$ cat config.mk
export PLATFORM = sky130hd
export DESIGN_NAME = particle_sensor_frame_parser_core
export DESIGN_NICKNAME = d
export VERILOG_FILES = /design/src/sv/psfp_pkg.sv /design/src/sv/psfp_front.sv /design/src/sv/psfp_cmd_fifo.sv /design/src/sv/psfp_back.sv /design/src/sv/particle_sensor_frame_parser_core.sv
export VERILOG_INCLUDE_DIRS = /design/src /design/src/sv
export SDC_FILE = /design/constraint.sdc
export NUM_CORES = 1
export LEC_CHECK = 0
export BUFFER_PORTS_ARGS = -buffer_cell sky130_fd_sc_hd__buf_4
export CAP_MARGIN = 20
export CORE_ASPECT_RATIO = 1.5
export CORE_MARGIN = 3
export CORE_UTILIZATION = 37
export DETAILED_ROUTE_END_ITERATION = 8
export SYNTH_ARGS = -nofsm -noshare
export SYNTH_HDL_FRONTEND = slang
export SYNTH_SLANG_ARGS = --single-unit
$ cat constraint.sdc
create_clock -name clk -period 3.7 [get_ports clk]
set_input_delay 0 -clock clk [delete_from_list [all_inputs] [get_ports clk]]
set_output_delay 0 -clock clk [all_outputs]
set_load 0.005 [all_outputs]
$ cat src/sv/particle_sensor_frame_parser_core_defines.svh
// Assertion macros shared by the frame parser modules.
`ifndef PARTICLE_SENSOR_FRAME_PARSER_CORE_DEFINES_SVH
`define PARTICLE_SENSOR_FRAME_PARSER_CORE_DEFINES_SVH

`ifndef SYNTH
`define PSFP_ASSERT_IMP(lbl, ant, cons) \
  lbl: assert property (@(posedge clk) disable iff (!rst_n) (ant) |-> (cons)) \
    else $error("psfp assertion failed");
`define PSFP_ASSERT_NXT(lbl, ant, cons) \
  lbl: assert property (@(posedge clk) disable iff (!rst_n) (ant) |=> (cons)) \
    else $error("psfp assertion failed");
`else
`define PSFP_ASSERT_IMP(lbl, ant, cons)
`define PSFP_ASSERT_NXT(lbl, ant, cons)
`endif

`endif

$ cat src/sv/psfp_pkg.sv
// Types and constants shared by the frame parser modules.
package psfp_pkg;

  localparam logic [7:0] HDR_FIRST  = 8'h42;
  localparam logic [7:0] HDR_SECOND = 8'h4D;
  localparam logic [15:0] LEN_SHORT = 16'd28;
  localparam logic [15:0] LEN_LONG  = 16'd36;
  localparam int WORDS_SHORT = 13;
  localparam int WORDS_LONG  = 15;

  localparam logic [1:0] STAT_OK      = 2'd0;
  localparam logic [1:0] STAT_LEN_ERR = 2'd1;
  localparam logic [1:0] STAT_CHK_ERR = 2'd2;

  typedef struct packed {
    logic [1:0] status;
    logic       env;
    logic [3:0] cnt;
  } cmd_t;

  typedef struct packed {
    logic        en;
    logic [3:0]  addr;
    logic [15:0] data;
  } wr_t;

endpackage

$ cat src/sv/psfp_front.sv
// Byte parser: header hunt, length check, word capture, checksum and command issue.
`include "particle_sensor_frame_parser_core_defines.svh"
module psfp_front #(
  parameter int MAX_WORDS = 15
) (
  input  logic            clk,
  input  logic            rst_n,
  input  logic            in_valid,
  output logic            in_ready,
  input  logic [7:0]      in_rx_byte,
  input  logic            run_done,
  input  logic            q_full,
  output logic            q_push,
  output psfp_pkg::cmd_t  q_cmd,
  output psfp_pkg::wr_t   wr
);

  localparam logic [2:0] PH_HUNT  = 3'd0;
  localparam logic [2:0] PH_HDR2  = 3'd1;
  localparam logic [2:0] PH_LENHI = 3'd2;
  localparam logic [2:0] PH_LENLO = 3'd3;
  localparam logic [2:0] PH_DATA  = 3'd4;
  localparam logic [2:0] PH_CHKHI = 3'd5;
  localparam logic [2:0] PH_CHKLO = 3'd6;

  localparam int CNT_S = (MAX_WORDS < psfp_pkg::WORDS_SHORT) ? MAX_WORDS : psfp_pkg::WORDS_SHORT;
  localparam int CNT_L = (MAX_WORDS < psfp_pkg::WORDS_LONG) ? MAX_WORDS : psfp_pkg::WORDS_LONG;
  localparam logic [4:0] MAXW = 5'(MAX_WORDS);

  logic [2:0]  phase_r, phase_nxt;
  logic [5:0]  bc_r, bc_nxt;
  logic [5:0]  len_r, len_nxt;
  logic [15:0] sum_r, sum_nxt;
  logic [7:0]  hold_r, hold_nxt;
  logic        busy_r, busy_nxt;

  logic        acc;
  logic        stall;
  logic [15:0] sum_add;
  logic [15:0] pair;
  logic        env;

  always_comb begin
    stall = ((phase_r == PH_DATA) && busy_r) ||
            (((phase_r == PH_LENLO) || (phase_r == PH_CHKLO)) && q_full);
    in_ready = !stall;
    acc = in_valid && in_ready;
    sum_add = sum_r + {8'h00, in_rx_byte};
    pair = {hold_r, in_rx_byte};
    env = ({10'd0, len_r} == psfp_pkg::LEN_LONG);

    phase_nxt = phase_r;
    bc_nxt = bc_r;
    len_nxt = len_r;
    sum_nxt = sum_r;
    hold_nxt = hold_r;
    busy_nxt = busy_r & ~run_done;
    q_push = 1'b0;
    q_cmd = '0;
    wr = '0;

    if (acc) begin
      case (phase_r)
        PH_HUNT: begin
          if (in_rx_byte == psfp_pkg::HDR_FIRST) begin
            phase_nxt = PH_HDR2;
            sum_nxt = {8'h00, psfp_pkg::HDR_FIRST};
          end
        end
        PH_HDR2: begin
          if (in_rx_byte == psfp_pkg::HDR_SECOND) begin
            sum_nxt = sum_add;
            phase_nxt = PH_LENHI;
          end else if (in_rx_byte == psfp_pkg::HDR_FIRST) begin
            sum_nxt = {8'h00, psfp_pkg::HDR_FIRST};
          end else begin
            phase_nxt = PH_HUNT;
          end
        end
        PH_LENHI: begin
          hold_nxt = in_rx_byte;
          sum_nxt = sum_add;
          phase_nxt = PH_LENLO;
        end
        PH_LENLO: begin
          sum_nxt = sum_add;
          if ((pair == psfp_pkg::LEN_SHORT) || (pair == psfp_pkg::LEN_LONG)) begin
            len_nxt = pair[5:0];
            bc_nxt = '0;
            phase_nxt = PH_DATA;
          end else begin
            q_push = 1'b1;
            q_cmd.status = psfp_pkg::STAT_LEN_ERR;
            phase_nxt = PH_HUNT;
          end
        end
        PH_DATA: begin
          sum_nxt = sum_add;
          if (!bc_r[0]) begin
            hold_nxt = in_rx_byte;
          end else if (bc_r[5:1] < MAXW) begin
            wr.en = 1'b1;
            wr.addr = bc_r[4:1];
            wr.data = pair;
          end
          bc_nxt = bc_r + 6'd1;
          if (({1'b0, bc_nxt} + 7'd2) >= {1'b0, len_r}) begin
            phase_nxt = PH_CHKHI;
          end
        end
        PH_CHKHI: begin
          hold_nxt = in_rx_byte;
          phase_nxt = PH_CHKLO;
        end
        PH_CHKLO: begin
          q_push = 1'b1;
          q_cmd.env = env;
          if (pair == sum_r) begin
            q_cmd.status = psfp_pkg::STAT_OK;
            q_cmd.cnt = env ? 4'(CNT_L) : 4'(CNT_S);
            busy_nxt = 1'b1;
          end else begin
            q_cmd.status = psfp_pkg::STAT_CHK_ERR;
          end
          phase_nxt = PH_HUNT;
        end
        default: begin
          phase_nxt = PH_HUNT;
        end
      endcase
    end
  end

  always_ff @(posedge clk) begin
    if (!rst_n) begin
      phase_r <= PH_HUNT;
      bc_r <= '0;
      len_r <= '0;
      sum_r <= '0;
      hold_r <= '0;
      busy_r <= 1'b0;
    end else begin
      phase_r <= phase_nxt;
      bc_r <= bc_nxt;
      len_r <= len_nxt;
      sum_r <= sum_nxt;
      hold_r <= hold_nxt;
      busy_r <= busy_nxt;
    end
  end

  `PSFP_ASSERT_IMP(a_no_write_while_draining, wr.en, !busy_r)
  `PSFP_ASSERT_NXT(a_run_marks_busy, q_push && (q_cmd.status == psfp_pkg::STAT_OK), busy_r)

endmodule

$ cat src/sv/psfp_cmd_fifo.sv
// Two-entry command queue between the byte parser and the result sequencer.
`include "particle_sensor_frame_parser_core_defines.svh"
module psfp_cmd_fifo (
  input  logic           clk,
  input  logic           rst_n,
  input  logic           push,
  input  psfp_pkg::cmd_t din,
  output logic           full,
  input  logic           pop,
  output logic           nonempty,
  output psfp_pkg::cmd_t dout
);

  psfp_pkg::cmd_t mem_r [2];
  logic       wp_r, wp_nxt;
  logic       rp_r, rp_nxt;
  logic [1:0] cnt_r, cnt_nxt;

  always_comb begin
    full = (cnt_r == 2'd2);
    nonempty = (cnt_r != 2'd0);
    dout = mem_r[rp_r];
    wp_nxt = push ? ~wp_r : wp_r;
    rp_nxt = pop ? ~rp_r : rp_r;
    cnt_nxt = cnt_r + {1'b0, push} - {1'b0, pop};
  end

  always_ff @(posedge clk) begin
    if (push) begin
      mem_r[wp_r] <= din;
    end
  end

  always_ff @(posedge clk) begin
    if (!rst_n) begin
      wp_r <= 1'b0;
      rp_r <= 1'b0;
      cnt_r <= '0;
    end else begin
      wp_r <= wp_nxt;
      rp_r <= rp_nxt;
      cnt_r <= cnt_nxt;
    end
  end

  `PSFP_ASSERT_IMP(a_no_push_when_full, push, !full)

endmodule

$ cat src/sv/psfp_back.sv
// Result sequencer: word store and output register, drains one command at a time.
`include "particle_sensor_frame_parser_core_defines.svh"
module psfp_back #(
  parameter int MAX_WORDS = 15
) (
  input  logic            clk,
  input  logic            rst_n,
  input  logic            q_nonempty,
  input  psfp_pkg::cmd_t  q_cmd,
  output logic            q_pop,
  input  psfp_pkg::wr_t   wr,
  output logic            run_done,
  output logic            out_valid,
  input  logic            out_ready,
  output logic [3:0]      out_word_index,
  output logic [15:0]     out_word_value,
  output logic [1:0]      out_frame_status,
  output logic            out_has_env,
  output logic            out_last
);

  localparam int AW = $clog2(MAX_WORDS);

  logic [15:0] mem_r [MAX_WORDS];

  logic       run_r, run_nxt;
  logic [3:0] idx_r, idx_nxt;
  logic [3:0] cnt_r, cnt_nxt;
  logic       env_r, env_nxt;
  logic       ov_r, ov_nxt;

  logic [3:0]  oidx_r;
  logic [15:0] oval_r;
  logic [1:0]  ostat_r;
  logic        oenv_r;
  logic        olast_r;

  logic slot_free;
  logic load_word;
  logic last_word;
  logic pop_err;

  always_comb begin
    slot_free = !ov_r || out_ready;
    load_word = run_r && slot_free;
    last_word = (idx_r == (cnt_r - 4'd1));
    q_pop = !run_r && slot_free && q_nonempty;
    pop_err = q_pop && (q_cmd.status != psfp_pkg::STAT_OK);
    run_done = load_word && last_word;

    run_nxt = run_r;
    idx_nxt = idx_r;
    cnt_nxt = cnt_r;
    env_nxt = env_r;
    ov_nxt = ov_r && !out_ready;

    if (load_word) begin
      ov_nxt = 1'b1;
      idx_nxt = idx_r + 4'd1;
      if (last_word) begin
        run_nxt = 1'b0;
      end
    end else if (pop_err) begin
      ov_nxt = 1'b1;
    end else if (q_pop) begin
      run_nxt = 1'b1;
      idx_nxt = '0;
      cnt_nxt = q_cmd.cnt;
      env_nxt = q_cmd.env;
    end
  end

  always_ff @(posedge clk) begin
    if (wr.en) begin
      mem_r[wr.addr[AW-1:0]] <= wr.data;
    end
    if (load_word) begin
      oval_r <= mem_r[idx_r[AW-1:0]];
      oidx_r <= idx_r;
      ostat_r <= psfp_pkg::STAT_OK;
      oenv_r <= env_r;
      olast_r <= last_word;
    end else if (pop_err) begin
      oval_r <= '0;
      oidx_r <= '0;
      ostat_r <= q_cmd.status;
      oenv_r <= q_cmd.env;
      olast_r <= 1'b1;
    end
  end

  always_ff @(posedge clk) begin
    if (!rst_n) begin
      run_r <= 1'b0;
      idx_r <= '0;
      cnt_r <= '0;
      env_r <= 1'b0;
      ov_r <= 1'b0;
    end else begin
      run_r <= run_nxt;
      idx_r <= idx_nxt;
      cnt_r <= cnt_nxt;
      env_r <= env_nxt;
      ov_r <= ov_nxt;
    end
  end

  assign out_valid = ov_r;
  assign out_word_index = oidx_r;
  assign out_word_value = oval_r;
  assign out_frame_status = ostat_r;
  assign out_has_env = oenv_r;
  assign out_last = olast_r;

  `PSFP_ASSERT_IMP(a_error_is_single, ov_r && (ostat_r != psfp_pkg::STAT_OK),
    olast_r && (oidx_r == 4'd0) && (oval_r == 16'd0))
  `PSFP_ASSERT_IMP(a_last_word_index, ov_r && (ostat_r == psfp_pkg::STAT_OK) && olast_r,
    oidx_r == (cnt_r - 4'd1))
  `PSFP_ASSERT_IMP(a_index_in_run, run_r, idx_r < cnt_r)

endmodule

$ cat src/sv/particle_sensor_frame_parser_core.sv
// Top level of the particle sensor frame parser.
// The parser takes one received byte per cycle unless held off, and answers a
// frame on its final checksum byte: a good frame gives 13 words (15 in the long
// form), one per cycle from the output register while out_ready is high, and a
// bad length or checksum gives a single error word. The parser and the result
// sequencer are joined by a two-entry command queue, so bytes keep flowing while
// words drain. The word store has one write and one read port, so data bytes of
// the next frame wait while a good frame's words are still being read out, longer
// under output stalls. A full command queue holds off the low length byte and the
// low checksum byte.
module particle_sensor_frame_parser_core #(
  parameter int MAX_WORDS = 15
) (
  input  logic        clk,
  input  logic        rst_n,
  input  logic        in_valid,
  output logic        in_ready,
  input  logic [7:0]  in_rx_byte,
  output logic        out_valid,
  input  logic        out_ready,
  output logic [3:0]  out_word_index,
  output logic [15:0] out_word_value,
  output logic [1:0]  out_frame_status,
  output logic        out_has_env,
  output logic        out_last
);

  psfp_pkg::cmd_t push_cmd;
  psfp_pkg::cmd_t head_cmd;
  psfp_pkg::wr_t  store_wr;
  logic           push;
  logic           pop;
  logic           full;
  logic           nonempty;
  logic           run_done;

  psfp_front #(
    .MAX_WORDS(MAX_WORDS)
  ) u_front (
    .clk       (clk),
    .rst_n     (rst_n),
    .in_valid  (in_valid),
    .in_ready  (in_ready),
    .in_rx_byte(in_rx_byte),
    .run_done  (run_done),
    .q_full    (full),
    .q_push    (push),
    .q_cmd     (push_cmd),
    .wr        (store_wr)
  );

  psfp_cmd_fifo u_fifo (
    .clk     (clk),
    .rst_n   (rst_n),
    .push    (push),
    .din     (push_cmd),
    .full    (full),
    .pop     (pop),
    .nonempty(nonempty),
    .dout    (head_cmd)
  );

  psfp_back #(
    .MAX_WORDS(MAX_WORDS)
  ) u_back (
    .clk             (clk),
    .rst_n           (rst_n),
    .q_nonempty      (nonempty),
    .q_cmd           (head_cmd),
    .q_pop           (pop),
    .wr              (store_wr),
    .run_done        (run_done),
    .out_valid       (out_valid),
    .out_ready       (out_ready),
    .out_word_index  (out_word_index),
    .out_word_value  (out_word_value),
    .out_frame_status(out_frame_status),
    .out_has_env     (out_has_env),
    .out_last        (out_last)
  );

endmodule

# After elaboration in Yosys (flattened, before gate mapping)
# Memories as Yosys holds them, arrays and structs flattened. A register that Yosys moved wholly into a read port is not among the register bits.
# Cells that the tools add are included.
# totals
ff_bits	79
latchBits	0
mem_bits_rw	254
rom_bits	0
inputBits	12
output_inout_bits	26
elab_cells	147
memories	2
# classes
addsub	7
mul	0
div_mod_pow	0
order_cmp	2
n_eq_ne	21
shifts	0
muxes	55
bitwise_logic	6
reduce_logical	35
# mem_list
memory	words	word_bits	rd	rd_ports_with_merged_regs	write_ports	line_no	text
u_back.mem_r	15	16	1	1	1	psfp_back.sv:24	logic [15:0] mem_r [MAX_WORDS];
u_fifo.mem_r	2	7	1	1	1	psfp_cmd_fifo.sv:14	psfp_pkg::cmd_t mem_r [2];
# ops
cell	count
2-to-1 mux 21 bit	4
2-to-1 mux 16 bit	4
case mux 16 bit (3 select lines)	1
2-to-1 mux 4 bit	8
2-to-1 mux 1 bit	22
case mux 3 bit (6 select lines)	1
adder 16 x 8 -> 16 bit	1
equality test 16 bit	1
equality test 16 x 5 -> 1 bit, second input constant	1
equality test 16 x 6 -> 1 bit, second input constant	1
equality test 8 x 7 -> 1 bit, second input constant	2
case mux 8 bit (2 select lines)	1
2-to-1 mux 3 bit	5
AND reduction 3 bit	5
case mux 6 bit (2 select lines)	1
nonzero test 2 bit	6
equality test 3 bit, second input constant	3
logical AND 1 bit	9
2-to-1 mux 8 bit	1
inequality test 2 bit, second input constant	4
adder 6 x 2 -> 7 bit, second input constant	1
greater-or-equal comparator 7 x 6 -> 1 bit	1
2-to-1 mux 7 bit	1
adder 6 x 1 -> 6 bit, second input constant	1
other kinds (27)	41

# Longest topological paths before layout
# Gate-level depths: netlist (run 1).
# logic_depth
depth_word	9
depth_mapped	12
mapped_depth_nobuf	11

# Modules after synthesis
# Synthesis (run 1) repeated with hierarchy kept, for this count alone.
# unflattened
hier_cells	1017
hier_area_um2	14525.2
# modules_own_cells
mod	n_inst	cells_per_inst	area_each_um2	seq_area_each_um2
psfp_back	1	596	10795.4	8207.9
psfp_front	1	378	2997.9	800.8
psfp_cmd_fifo	1	43	732.0	520.5

# Worst setup path after synthesis (run 1)
# Ideal clock, no wire load.
# synth_path
kind	flip-flop to flip-flop
startpoint	register u_front.phase_r[0]
endpoint	memory u_back.mem_r[10][0] (enable)
setup_time_ns	0.388
t_arrival_ns	2.546
required_ns	3.312
setup_slack_ns	0.765
stages_incl_launch_ff	10
path_buffers	3
synth_period_minus_slack_ns	2.935
cell_sequence	dfxtp_1 nand2b_1 buf_6 a21oi_2 or4_4 buf_6 nor4b_4 buf_6 nand3b_4 nor2_1
# synth_via
elab_chain_cells	9
elab_cells_between_ends	13
classes_between	3 x eq/ne; 4 x mux; 6 x reduce/logical
# synth_rtl
element	line_no	text
start: declaration	psfp_front.sv:30	logic [2:0] phase_r, phase_nxt;
start signal: assignment	psfp_front.sv:143	phase_r <= phase_nxt;
equality test 3 x 2 -> 1 bit or equality test 3 bit (tied branches)	psfp_front.sv:45	(((phase_r == PH_LENLO) || (phase_r == PH_CHKLO)) && q_full);
logical OR 1 bit	psfp_front.sv:45	
logical AND 1 bit	psfp_front.sv:45	
logical OR 1 bit	psfp_front.sv:44	stall = ((phase_r == PH_DATA) && busy_r) ||
zero test 1 bit	psfp_front.sv:46	in_ready = !stall;
logical AND 1 bit	psfp_front.sv:47	acc = in_valid && in_ready;
2-to-1 mux 21 bit (*)	psfp_front.sv:62	if (acc) begin
2-to-1 mux 1 bit	psfp_back.sv:74	if (wr.en) begin
2-to-1 mux 1 bit (implied by the code)	psfp_back.sv:75	mem_r[wr.addr[AW-1:0]] <= wr.data;
end: declaration	psfp_back.sv:24	
# Every way passes the cells marked *; elsewhere a longest branch is shown, timed or not.

# Worst setup path in the final report (run 1)
# layout_path
startpoint	register u_front.phase_r[0]
endpoint	memory u_back.mem_r[11][5] (enable)
# Same word-level chain as after synthesis.

==> results_dict.tcl, run 1 <==
set metrics [dict create \
    grt_pass1_wl_mm 45.1 \
    pwr-share-comb_pct 11.1 \
    clock_latency_ps 570 \
    yosys_register_bits 332 \
    syn_area_um2 13900 \
    first_global_vias 7827 \
    r2r_cells 7 \
    hp-start "in_valid" \
    drt-wirelength-per-cell_um 19.5 \
    io_pins 38 \
    status "finished, final reports clean" \
    power_density_nw_per_um2 519 \
    grt_usage_pct 14.6 \
    maxCapViolations 0 \
    gp_congestion 0.859 \
    dieArea_um2 40100 \
    worst-path-buf-inv 1 \
    met3WireLength_mm 1.02 \
    rows 86 \
    fillCellCount 3338 \
    grt_max_degree 39 \
    path_cells "nand2b_1 -> a21oi_2 -> or4_4 -> nor4b_4 -> nand3b_4 -> nor2_2 -> buf_4" \
    ir_drop_mv 0.346 \
    grt_overflow 0 \
    h-tree-depth 1 \
    layout_min_cycle_time_ps 3200 \
    syn_nets 937 \
    root_buffer "clkbuf_16" \
    seq_power_share_pct 51.9 \
    fin_crit_sh_pct 86.5 \
    clock_sinks 332 \
    drv_slew 0 \
    initial_utilization_pct 37.7 \
    end_kind "flip-flop" \
    drt-initial-drc-count 587 \
    hold_end "u_front.bc_r[1]" \
    synth.avg_cell_area_um2 15.4 \
    clk_pin_slew_worst_paths_ps 60 \
    ff2ff_setup_slack_ps 500 \
    numCtsBuffers 31 \
    arrival_ps 3460 \
    synth_edf_count 272 \
    cts-resized-gates 0 \
    clock_skew_ps 26.0 \
    finalPower_uw 8350 \
    cts_hold_buffers 10 \
    swShare_pct 23.2 \
    wl_mm 29.0 \
    cpPeakStageDelay_ps 590 \
    synthFlopType "edfxtp_1" \
    worst_pin_slew_ps 1040 \
    synth_cell_types 61 \
    met2WireLength_mm 15.5 \
    cts.path.max_buffers 3 \
    hold_depth 5 \
    routed_via_density 5.16 \
    crit_slowest_cell "or4_4" \
    cts_tree "built" \
    hpwlAfterDp_mm 19.2 \
    ys_warn_count 0 \
    r2r-end "u_back.mem_r[11][5]" \
    crit_family "simple AND/OR/NAND/NOR gates" \
    cp_max_fo 10 \
    synth_cells 904 \
    top_layer_used "met4" \
    hold_violations 0 \
    firstDrtPassIters 4 \
    start_kind "flip-flop" \
    antenna_found_initial 0 \
    rsz0062_at_grt "no" \
    cellLeakagePower_uw 0.00464 \
    slew_headroom_pct 29.9 \
    setup.worst_path.class "reg -> reg" \
    setup_viol 0 \
    p_sw_uw 1930 \
    drc 0 \
    portBuffers 37 \
    cp.required_ps 3960 \
    wl_met1_mm 11.8 \
    yosysSeqAreaShare_pct 67.2 \
    clkPwrFrac_pct 37.0 \
    internal-power_uw 6410 \
    detailroute.via_count 7641 \
    nets 1007 \
    post-cts-setup-buffer-count 0 \
    antenna_left 0 \
    dieHeight_um 244 \
    async_flop_share_pct 0 \
    die_w_um 165 \
    core_um2 37000 \
    layout-drive-gt1-share_pct 21.1 \
    setup_tns_ps 0 \
    antenna_cells 0 \
    syn_to_final_growth_pct 15.2 \
    timing.rr.start "u_front.phase_r[0]" \
    max_freq_ghz 0.313 \
    worstHoldPathType "in -> reg" \
]
-- worst register-to-register path, stage by stage (launching register included) --
cell and delay, ps:
dfxtp_1 440, nand2b_1 310, a21oi_2 110, or4_4 590, nor4b_4 590, nand3b_4 180, nor2_2 400, buf_4 270
-- cell usage in the layout (no fill, tap or decap), drive strengths merged, types with 16 or more instances in the layout --
| cell type | instances |
|---|---|
| nand3 | 24 |
| buf | 70 |
| clkbuf | 44 |
| xnor2 | 16 |
| nand2 | 55 |
| dfxtp | 60 |
| ha | 20 |
| mux2i | 32 |
| o21ai | 31 |
| a21oi | 31 |
| mux4 | 64 |
| nor2 | 76 |
| and2 | 34 |
| inv | 17 |
| edfxtp | 272 |
-- synth_stat cells (5+ instances only) --
cell type | count | share of area, %
o21ai_0 | 30 | 1.1
and2_1 | 34 | 1.5
nand4_1 | 6 | 0.27
mux2i_1 | 32 | 2.3
xor2_1 | 14 | 0.88
nor2b_1 | 5 | 0.22
nand2_1 | 54 | 1.5
buf_2 | 10 | 0.36
a22oi_1 | 7 | 0.38
or4_1 | 6 | 0.32
nor2_1 | 74 | 2.0
nor3_1 | 10 | 0.36
nand3_1 | 23 | 0.83
inv_1 | 15 | 0.40
o21a_1 | 5 | 0.27
a31oi_1 | 5 | 0.22
ha_1 | 20 | 1.8
xnor2_1 | 16 | 1.0
dfxtp_1 | 60 | 8.6
nor4_1 | 8 | 0.36
clkbuf_1 | 25 | 0.67
mux4_2 | 64 | 10
a21oi_1 | 30 | 1.1
and3_1 | 9 | 0.40
edfxtp_1 | 272 | 59
nand2b_1 | 8 | 0.36
-- cell type report --
class / count / area [µm²] / share of cell area, %
multi-input combinational: 514 / 4370 / 27.2
clock inverter: 13 / 96.3 / 0.600
clock buffer: 44 / 895 / 5.57
timing repair buffer: 80 / 663 / 4.13
inverter: 15 / 56.3 / 0.350
tap: 484 / 606 / 3.77
sequential: 332 / 9370 / 58.4
-- how the worst max path moves through the flow --
stage / startpoint / endpoint / slack [ps] / cells past startpoint
2_1_floorplan: u_front.phase_r[0] / u_back.mem_r[10][0] / 770 / 9
6_report: u_front.phase_r[0] / u_back.mem_r[11][5] / 500 / 7
3_5_place_dp: u_front.phase_r[0] / u_back.mem_r[11][3] / 520 / 7
5_1_grt: u_front.bc_r[0] / u_front.phase_r[0] / 120 / 10
4_1_cts: u_front.phase_r[0] / u_back.mem_r[11][5] / 490 / 7
3_3_place_gp: u_front.phase_r[0] / u_back.mem_r[11][0] / 560 / 7
-- power groups by stage --
| stage | Combinational (µW) | Clock, µW | Sequential (µW) |
|---|---|---|---|
| floorplan | 623 | 0 | 4350 |
| global placement | 950 | 0 | 4420 |
| detailed placement | 953 | 0 | 4420 |
| CTS | 964 | 3180 | 4340 |
| global route | 1040 | 3310 | 4360 |
| finish | 925 | 3090 | 4330 |
-- flip-flops by register name, indices dropped and copies added (netlist names), 3 cells and up, named ones only --
signal and count:
u_front.bc_r 6, u_fifo.mem_r 10, u_front.phase_r 3, u_front.hold_r 8, u_back.idx_r 4, u_front.len_r 6
u_back.mem_r 240, u_back.out_word_value 16, u_back.out_word_index 4, u_front.sum_r 16
-- through the flow --
stage / area (µm²) / worst slack (ps) / hold slack, ps / instances / util, %
final: 16100 / 501 / 104 / 1482 / 43.4
after global routing: 16100 / 115 / 124 / 1482 / 43.4
after CTS: 16100 / 486 / 52.3 / 1482 / 43.4
after detailed placement: 15000 / 519 / 317 / 1415 / 40.5
after global placement: 15000 / 561 / 317 / 1415 / 40.5
after floorplan: 13900 / 765 / 144 / 904 / -
-- cell families after synthesis --
family	count (synthesis)	share of synthesized area, %
AND/OR/NAND/NOR	263	9.96
AO/OA/AOI/OAI	102	4.41
XOR/XNOR	30	1.88
adder cells (fa/ha/maj)	21	1.94
multiplexers	98	12.8
flip-flops	332	67.2
buffers and inverters	58	1.85
-- layer usage --
metal	vias up	global-route usage, %
li1	3621	-
met1	3856	18.4
met2	124	26.2
met3	40	1.70
met4	0	4.07
met5	-	0
Power figures use the tool's default switching activity.
==> run 2: changes to the inputs <==
Clock period 3.7 ns to 3.05 ns, I/O delays scaled along.
==> run 2 against run 1 <==
Compared with the run above: first-iteration DRC count decreased by 16%; sequential power increased by 21%; register-to-register slack got worse by 220 ps; sequential share of layout area decreased by 1.4 points; worst setup slack got worse by 220 ps; critical path depth increased by 1; non-clock buffer count increased by 10; fmax increased by 15%; utilization increased by 1.1 points; via count increased by 1.2%; cell area increased by 2.5%.
==> results_dict.tcl, run 2 (synthesis results as in run 1) <==
set metrics [dict create \
    worst_pin_slew_ps 849 \
    power_density_nw_per_um2 654 \
    met3WireLength_um 888 \
    regMostFlops "u_back.mem_r" \
    cp.required_ps 3250 \
    h-tree-depth 2 \
    wl_mm 29.5 \
    layout-drive-gt1-share_pct 22.6 \
    core_um2 37000 \
    start_kind "flip-flop" \
    syn_to_final_growth_pct 18.0 \
    antenna_cells 0 \
    root_buffer "clkbuf_16" \
    setup_viol 0 \
    nets 1020 \
    met2WireLength_mm 15.8 \
    dieHeight_um 244 \
    top_layer_used "met4" \
    io_pins 38 \
    maxCapViolations 0 \
    grt_pass1_wl_mm 46.4 \
    cts.path.max_buffers 3 \
    cp_max_fo 20 \
    setup_tns_ps 0 \
    clock_sinks 332 \
    rows 86 \
    numCtsBuffers 34 \
    status "finished, final reports clean" \
    worstHoldPathType "in -> reg" \
    initial_utilization_pct 37.7 \
    regArea_um2 9370 \
    drc 0 \
    grt_overflow 0 \
    clock_skew_ps 13.6 \
    antenna_left 0 \
    detailroute.via_count 7736 \
    end_kind "flip-flop" \
    clk_pin_slew_worst_paths_ps 60 \
    slew_headroom_pct 42.9 \
    grt_max_degree 28 \
    fillCellCount 3303 \
    cts_tree "built" \
    routed_via_density 5.17 \
    layout_min_cycle_time_ps 2770 \
    antenna_found_initial 0 \
    firstDrtPassIters 4 \
    arrival_ps 2970 \
    finalPower_uw 10800 \
    drv_slew 0 \
    gp_congestion 0.837 \
    wl_met1_mm 12.1 \
    multi_input_area_um2 4380 \
    ir_drop_mv 0.398 \
    grt_usage_pct 15.2 \
    clock_latency_ps 510 \
    first_global_vias 7992 \
    drt-wirelength-per-cell_um 19.7 \
    largest_register_ff_count 240 \
    fin_crit_sh_pct 90.8 \
    dieArea_um2 40100 \
    hpwlAfterDp_mm 19.1 \
    portBuffers 37 \
    max_freq_ghz 0.361 \
    layout_common_cells "edfxtp_1 (272), buf_4 (65), mux4_2 (64)" \
    rsz0062_at_grt "no" \
    drt-initial-drc-count 495 \
    setup.worst_path.class "reg -> reg" \
    final_common_cell "edfxtp_1" \
    cellLeakagePower_uw 0.00481 \
    post-cts-setup-buffer-count 0 \
    die_w_um 165 \
    hold_violations 0 \
]
[run 2: cell count changes in the layout (fill, tap and decap cells not counted), sizes merged]
| cell | before | now |
|---|---|---|
| clkbuf | 44 | 41 |
| buf | 70 | 80 |
| bufinv | 1 | 6 |
| clkinv | 8 | 7 |
| inv | 17 | 19 |
[run 2: per-layer routing]
layer  vias to the layer above  global-route usage, %
li1                       3656                      -
met1                      3895                   19.1
met4                         0                   4.84
met3                        54                   2.25
met2                       131                   26.8
met5                         -                      0
[run 2: repair_timing]
action,in CTS,in global routing
resized for setup,0,2
hold buffers,10,0
hold endpoints to repair,33,0
endpoints found under the setup margin,0,34
[run 2: per-stage QoR]
stage                     std cells  hold WS (ps)  area [µm²]  util, %  setup WS (ps)
after floorplan                 904           144       13900        -            115
after global placement         1425           299       15200     41.1            256
after detailed placement       1425           301       15200     41.1            196
after CTS                      1495           120       16500     44.5            189
after global routing           1495           213       16500     44.5           72.0
final                          1495           145       16500     44.5            280
[run 2: final timing paths]
path	startpoint	to	slack, ps	cells after the start
min reg2reg	u_front.busy_r	u_front.busy_r	460	2
max	u_front.phase_r[0]	u_back.mem_r[12][11]	280	8
max reg2reg	u_front.phase_r[0]	u_back.mem_r[12][11]	280	8
min	in_valid	u_front.bc_r[1]	140	5
[run 2: worst max-delay path: stages, from the launching register on]
cell	delay, ps
dfxtp_1	450
nand2b_2	250
a21oi_2	80
or4_4	580
nor4b_4	230
buf_4	290
nand3_2	170
nor3_4	130
buf_4	270
[run 2: cell type report]
type                    count  share of cell area [%]
flip-flops and latches    332                    56.9
multi-input cells         514                    26.6
clock buffers              41                    5.46
repair buffers             90                    5.40
well taps                 484                    3.68
clock inverters            19                    1.60
inverters                  15                   0.342
[run 2: power by group]
group	internal, µW	switching (µW)	total, µW
clock network	2630	1700	4320
logic	594	592	1190
registers	5090	157	5250
==> run 3: changes to the inputs <==
Clock period 3.05 ns to 2.93 ns, I/O delays scaled along.
==> run 3 against run 2 <==
Compared with the run above: via count increased by 0.40%; critical path depth unchanged; non-clock buffer count increased by 4; worst hold slack got worse by 22 ps; register-to-register slack got worse by 130 ps; utilization unchanged; clock power increased by 3%.
==> results_dict.tcl, run 3 (synthesis results as in run 1) <==
set metrics [dict create \
    r2r_cells 8 \
    ff2ff_setup_slack_ps 150 \
    clock_latency_ps 520 \
    dieHeight_um 244 \
    firstDrtPassIters 4 \
    layout-drive-gt1-share_pct 22.4 \
    initial_utilization_pct 37.7 \
    place_area_um2 15200 \
    dieArea_um2 40100 \
    io_pins 38 \
    root_buffer "clkbuf_16" \
    cp_max_fo 20 \
    r2r-end "u_back.mem_r[5][0]" \
    grt_usage_pct 15.2 \
    drt-wirelength-per-cell_um 19.7 \
    antenna_found_initial 2 \
    slew_headroom_pct 38.1 \
    antenna_left 0 \
    fin_crit_sh_pct 94.8 \
    detailroute.via_count 7767 \
    timing.rr.start "u_front.phase_r[0]" \
    status "finished, final reports clean" \
    power_density_nw_per_um2 675 \
    setup_viol 0 \
    wl_mm 29.5 \
    clock_skew_ps 16.8 \
    hp-start "in_valid" \
    cp.required_ps 3130 \
    drt-initial-drc-count 544 \
    first_global_vias 8108 \
    end_kind "flip-flop" \
    grt_overflow 0 \
    final_cell_area_um2 16500 \
    start_kind "flip-flop" \
    cellLeakagePower_uw 0.00481 \
    drc 0 \
    post-cts-setup-buffer-count 0 \
    largest_register_ff_count 240 \
    grt_pass1_wl_mm 46.6 \
    gp_congestion 0.850 \
    fin_cells 1499 \
    max_freq_ghz 0.360 \
    placedCellCount 1429 \
    numCtsBuffers 34 \
    cts_tree "built" \
    die_w_um 165 \
    nets 1024 \
    hold_end "u_front.bc_r[1]" \
    rows 86 \
    worst_pin_slew_ps 927 \
    hpwlAfterDp_mm 19.0 \
    syn_to_final_growth_pct 18.0 \
    ir_drop_mv 0.335 \
    clk_pin_slew_worst_paths_ps 60 \
    setup_tns_ps 0 \
    layout_min_cycle_time_ps 2780 \
    layout_common_cells "edfxtp_1 (272), buf_4 (69), mux4_2 (64)" \
    grt_max_degree 31 \
    arrival_ps 2980 \
    maxCapViolations 0 \
    portBuffers 37 \
    final_common_cell "edfxtp_1" \
    antenna_cells 0 \
    core_um2 37000 \
    hold_depth 5 \
    h-tree-depth 2 \
    cts.path.max_buffers 3 \
    worstHoldPathType "in -> reg" \
    routed_via_density 5.18 \
    drv_slew 0 \
    clock_sinks 332 \
    setup.worst_path.class "reg -> reg" \
    rsz0062_at_grt "no" \
    hold_violations 0 \
    hold_ws_ps 123 \
    regMostFlops "u_back.mem_r" \
]
run 3: worst max path at each step:
stage                                      to               start
after floorplan           u_back.mem_r[10][0]  u_front.phase_r[0]
after global placement     u_front.phase_r[0]     u_front.bc_r[0]
after detailed placement   u_front.phase_r[0]     u_front.bc_r[0]
final                      u_back.mem_r[5][0]  u_front.phase_r[0]
after CTS                  u_back.mem_r[6][9]  u_front.phase_r[0]
after global routing       u_back.mem_r[6][9]  u_front.phase_r[0]
run 3: cell type report:
class,instances,area (µm²)
Multi-Input combinational cell,514,4380
Clock buffer,43,916
Timing Repair Buffer,94,910
Fill cell,3315,20600
Sequential cell,332,9370
Inverter,15,56.3
Clock inverter,17,219
Tap cell,484,606
run 3: per-layer routing:
metal | global-route usage (%) | vias up | wire length [µm]
li1 | - | 3641 | -
met1 | 18.8 | 3897 | 11800
met2 | 27.1 | 178 | 15800
met3 | 2.09 | 51 | 1160
met4 | 5.11 | 0 | 785
met5 | 0 | - | 0
run 3: repair_timing:
action	4_1_cts	5_1_grt
hold endpoints to repair	35	0
resized for setup	0	3
hold buffers	10	0
endpoints found under the setup margin	0	30
run 3: metrics by stage:
step / power, µW / utilization [%] / setup WS (ps)
6_report: 11100 / 44.5 / 153
5_1_grt: 11600 / 44.5 / 15.9
4_1_cts: 11300 / 44.4 / 81.7
3_5_place_dp: 6820 / 41.1 / 108
3_3_place_gp: 6800 / 41.1 / 151
2_1_floorplan: 6280 / - / -4.55
run 3: critical path: stages (launching register included):
cell and delay, ps:
dfxtp_1 440, nand2b_1 250, a21oi_2 90, or4_4 590, nor4b_4 250, buf_6 250
nand3b_4 140, nor2_2 160, buf_4 280
run 3: power breakdown:
group	internal [µW]	total [µW]	switching, µW
Sequential	5300	5450	151
Combinational	602	1220	621
Clock	2670	4430	1760
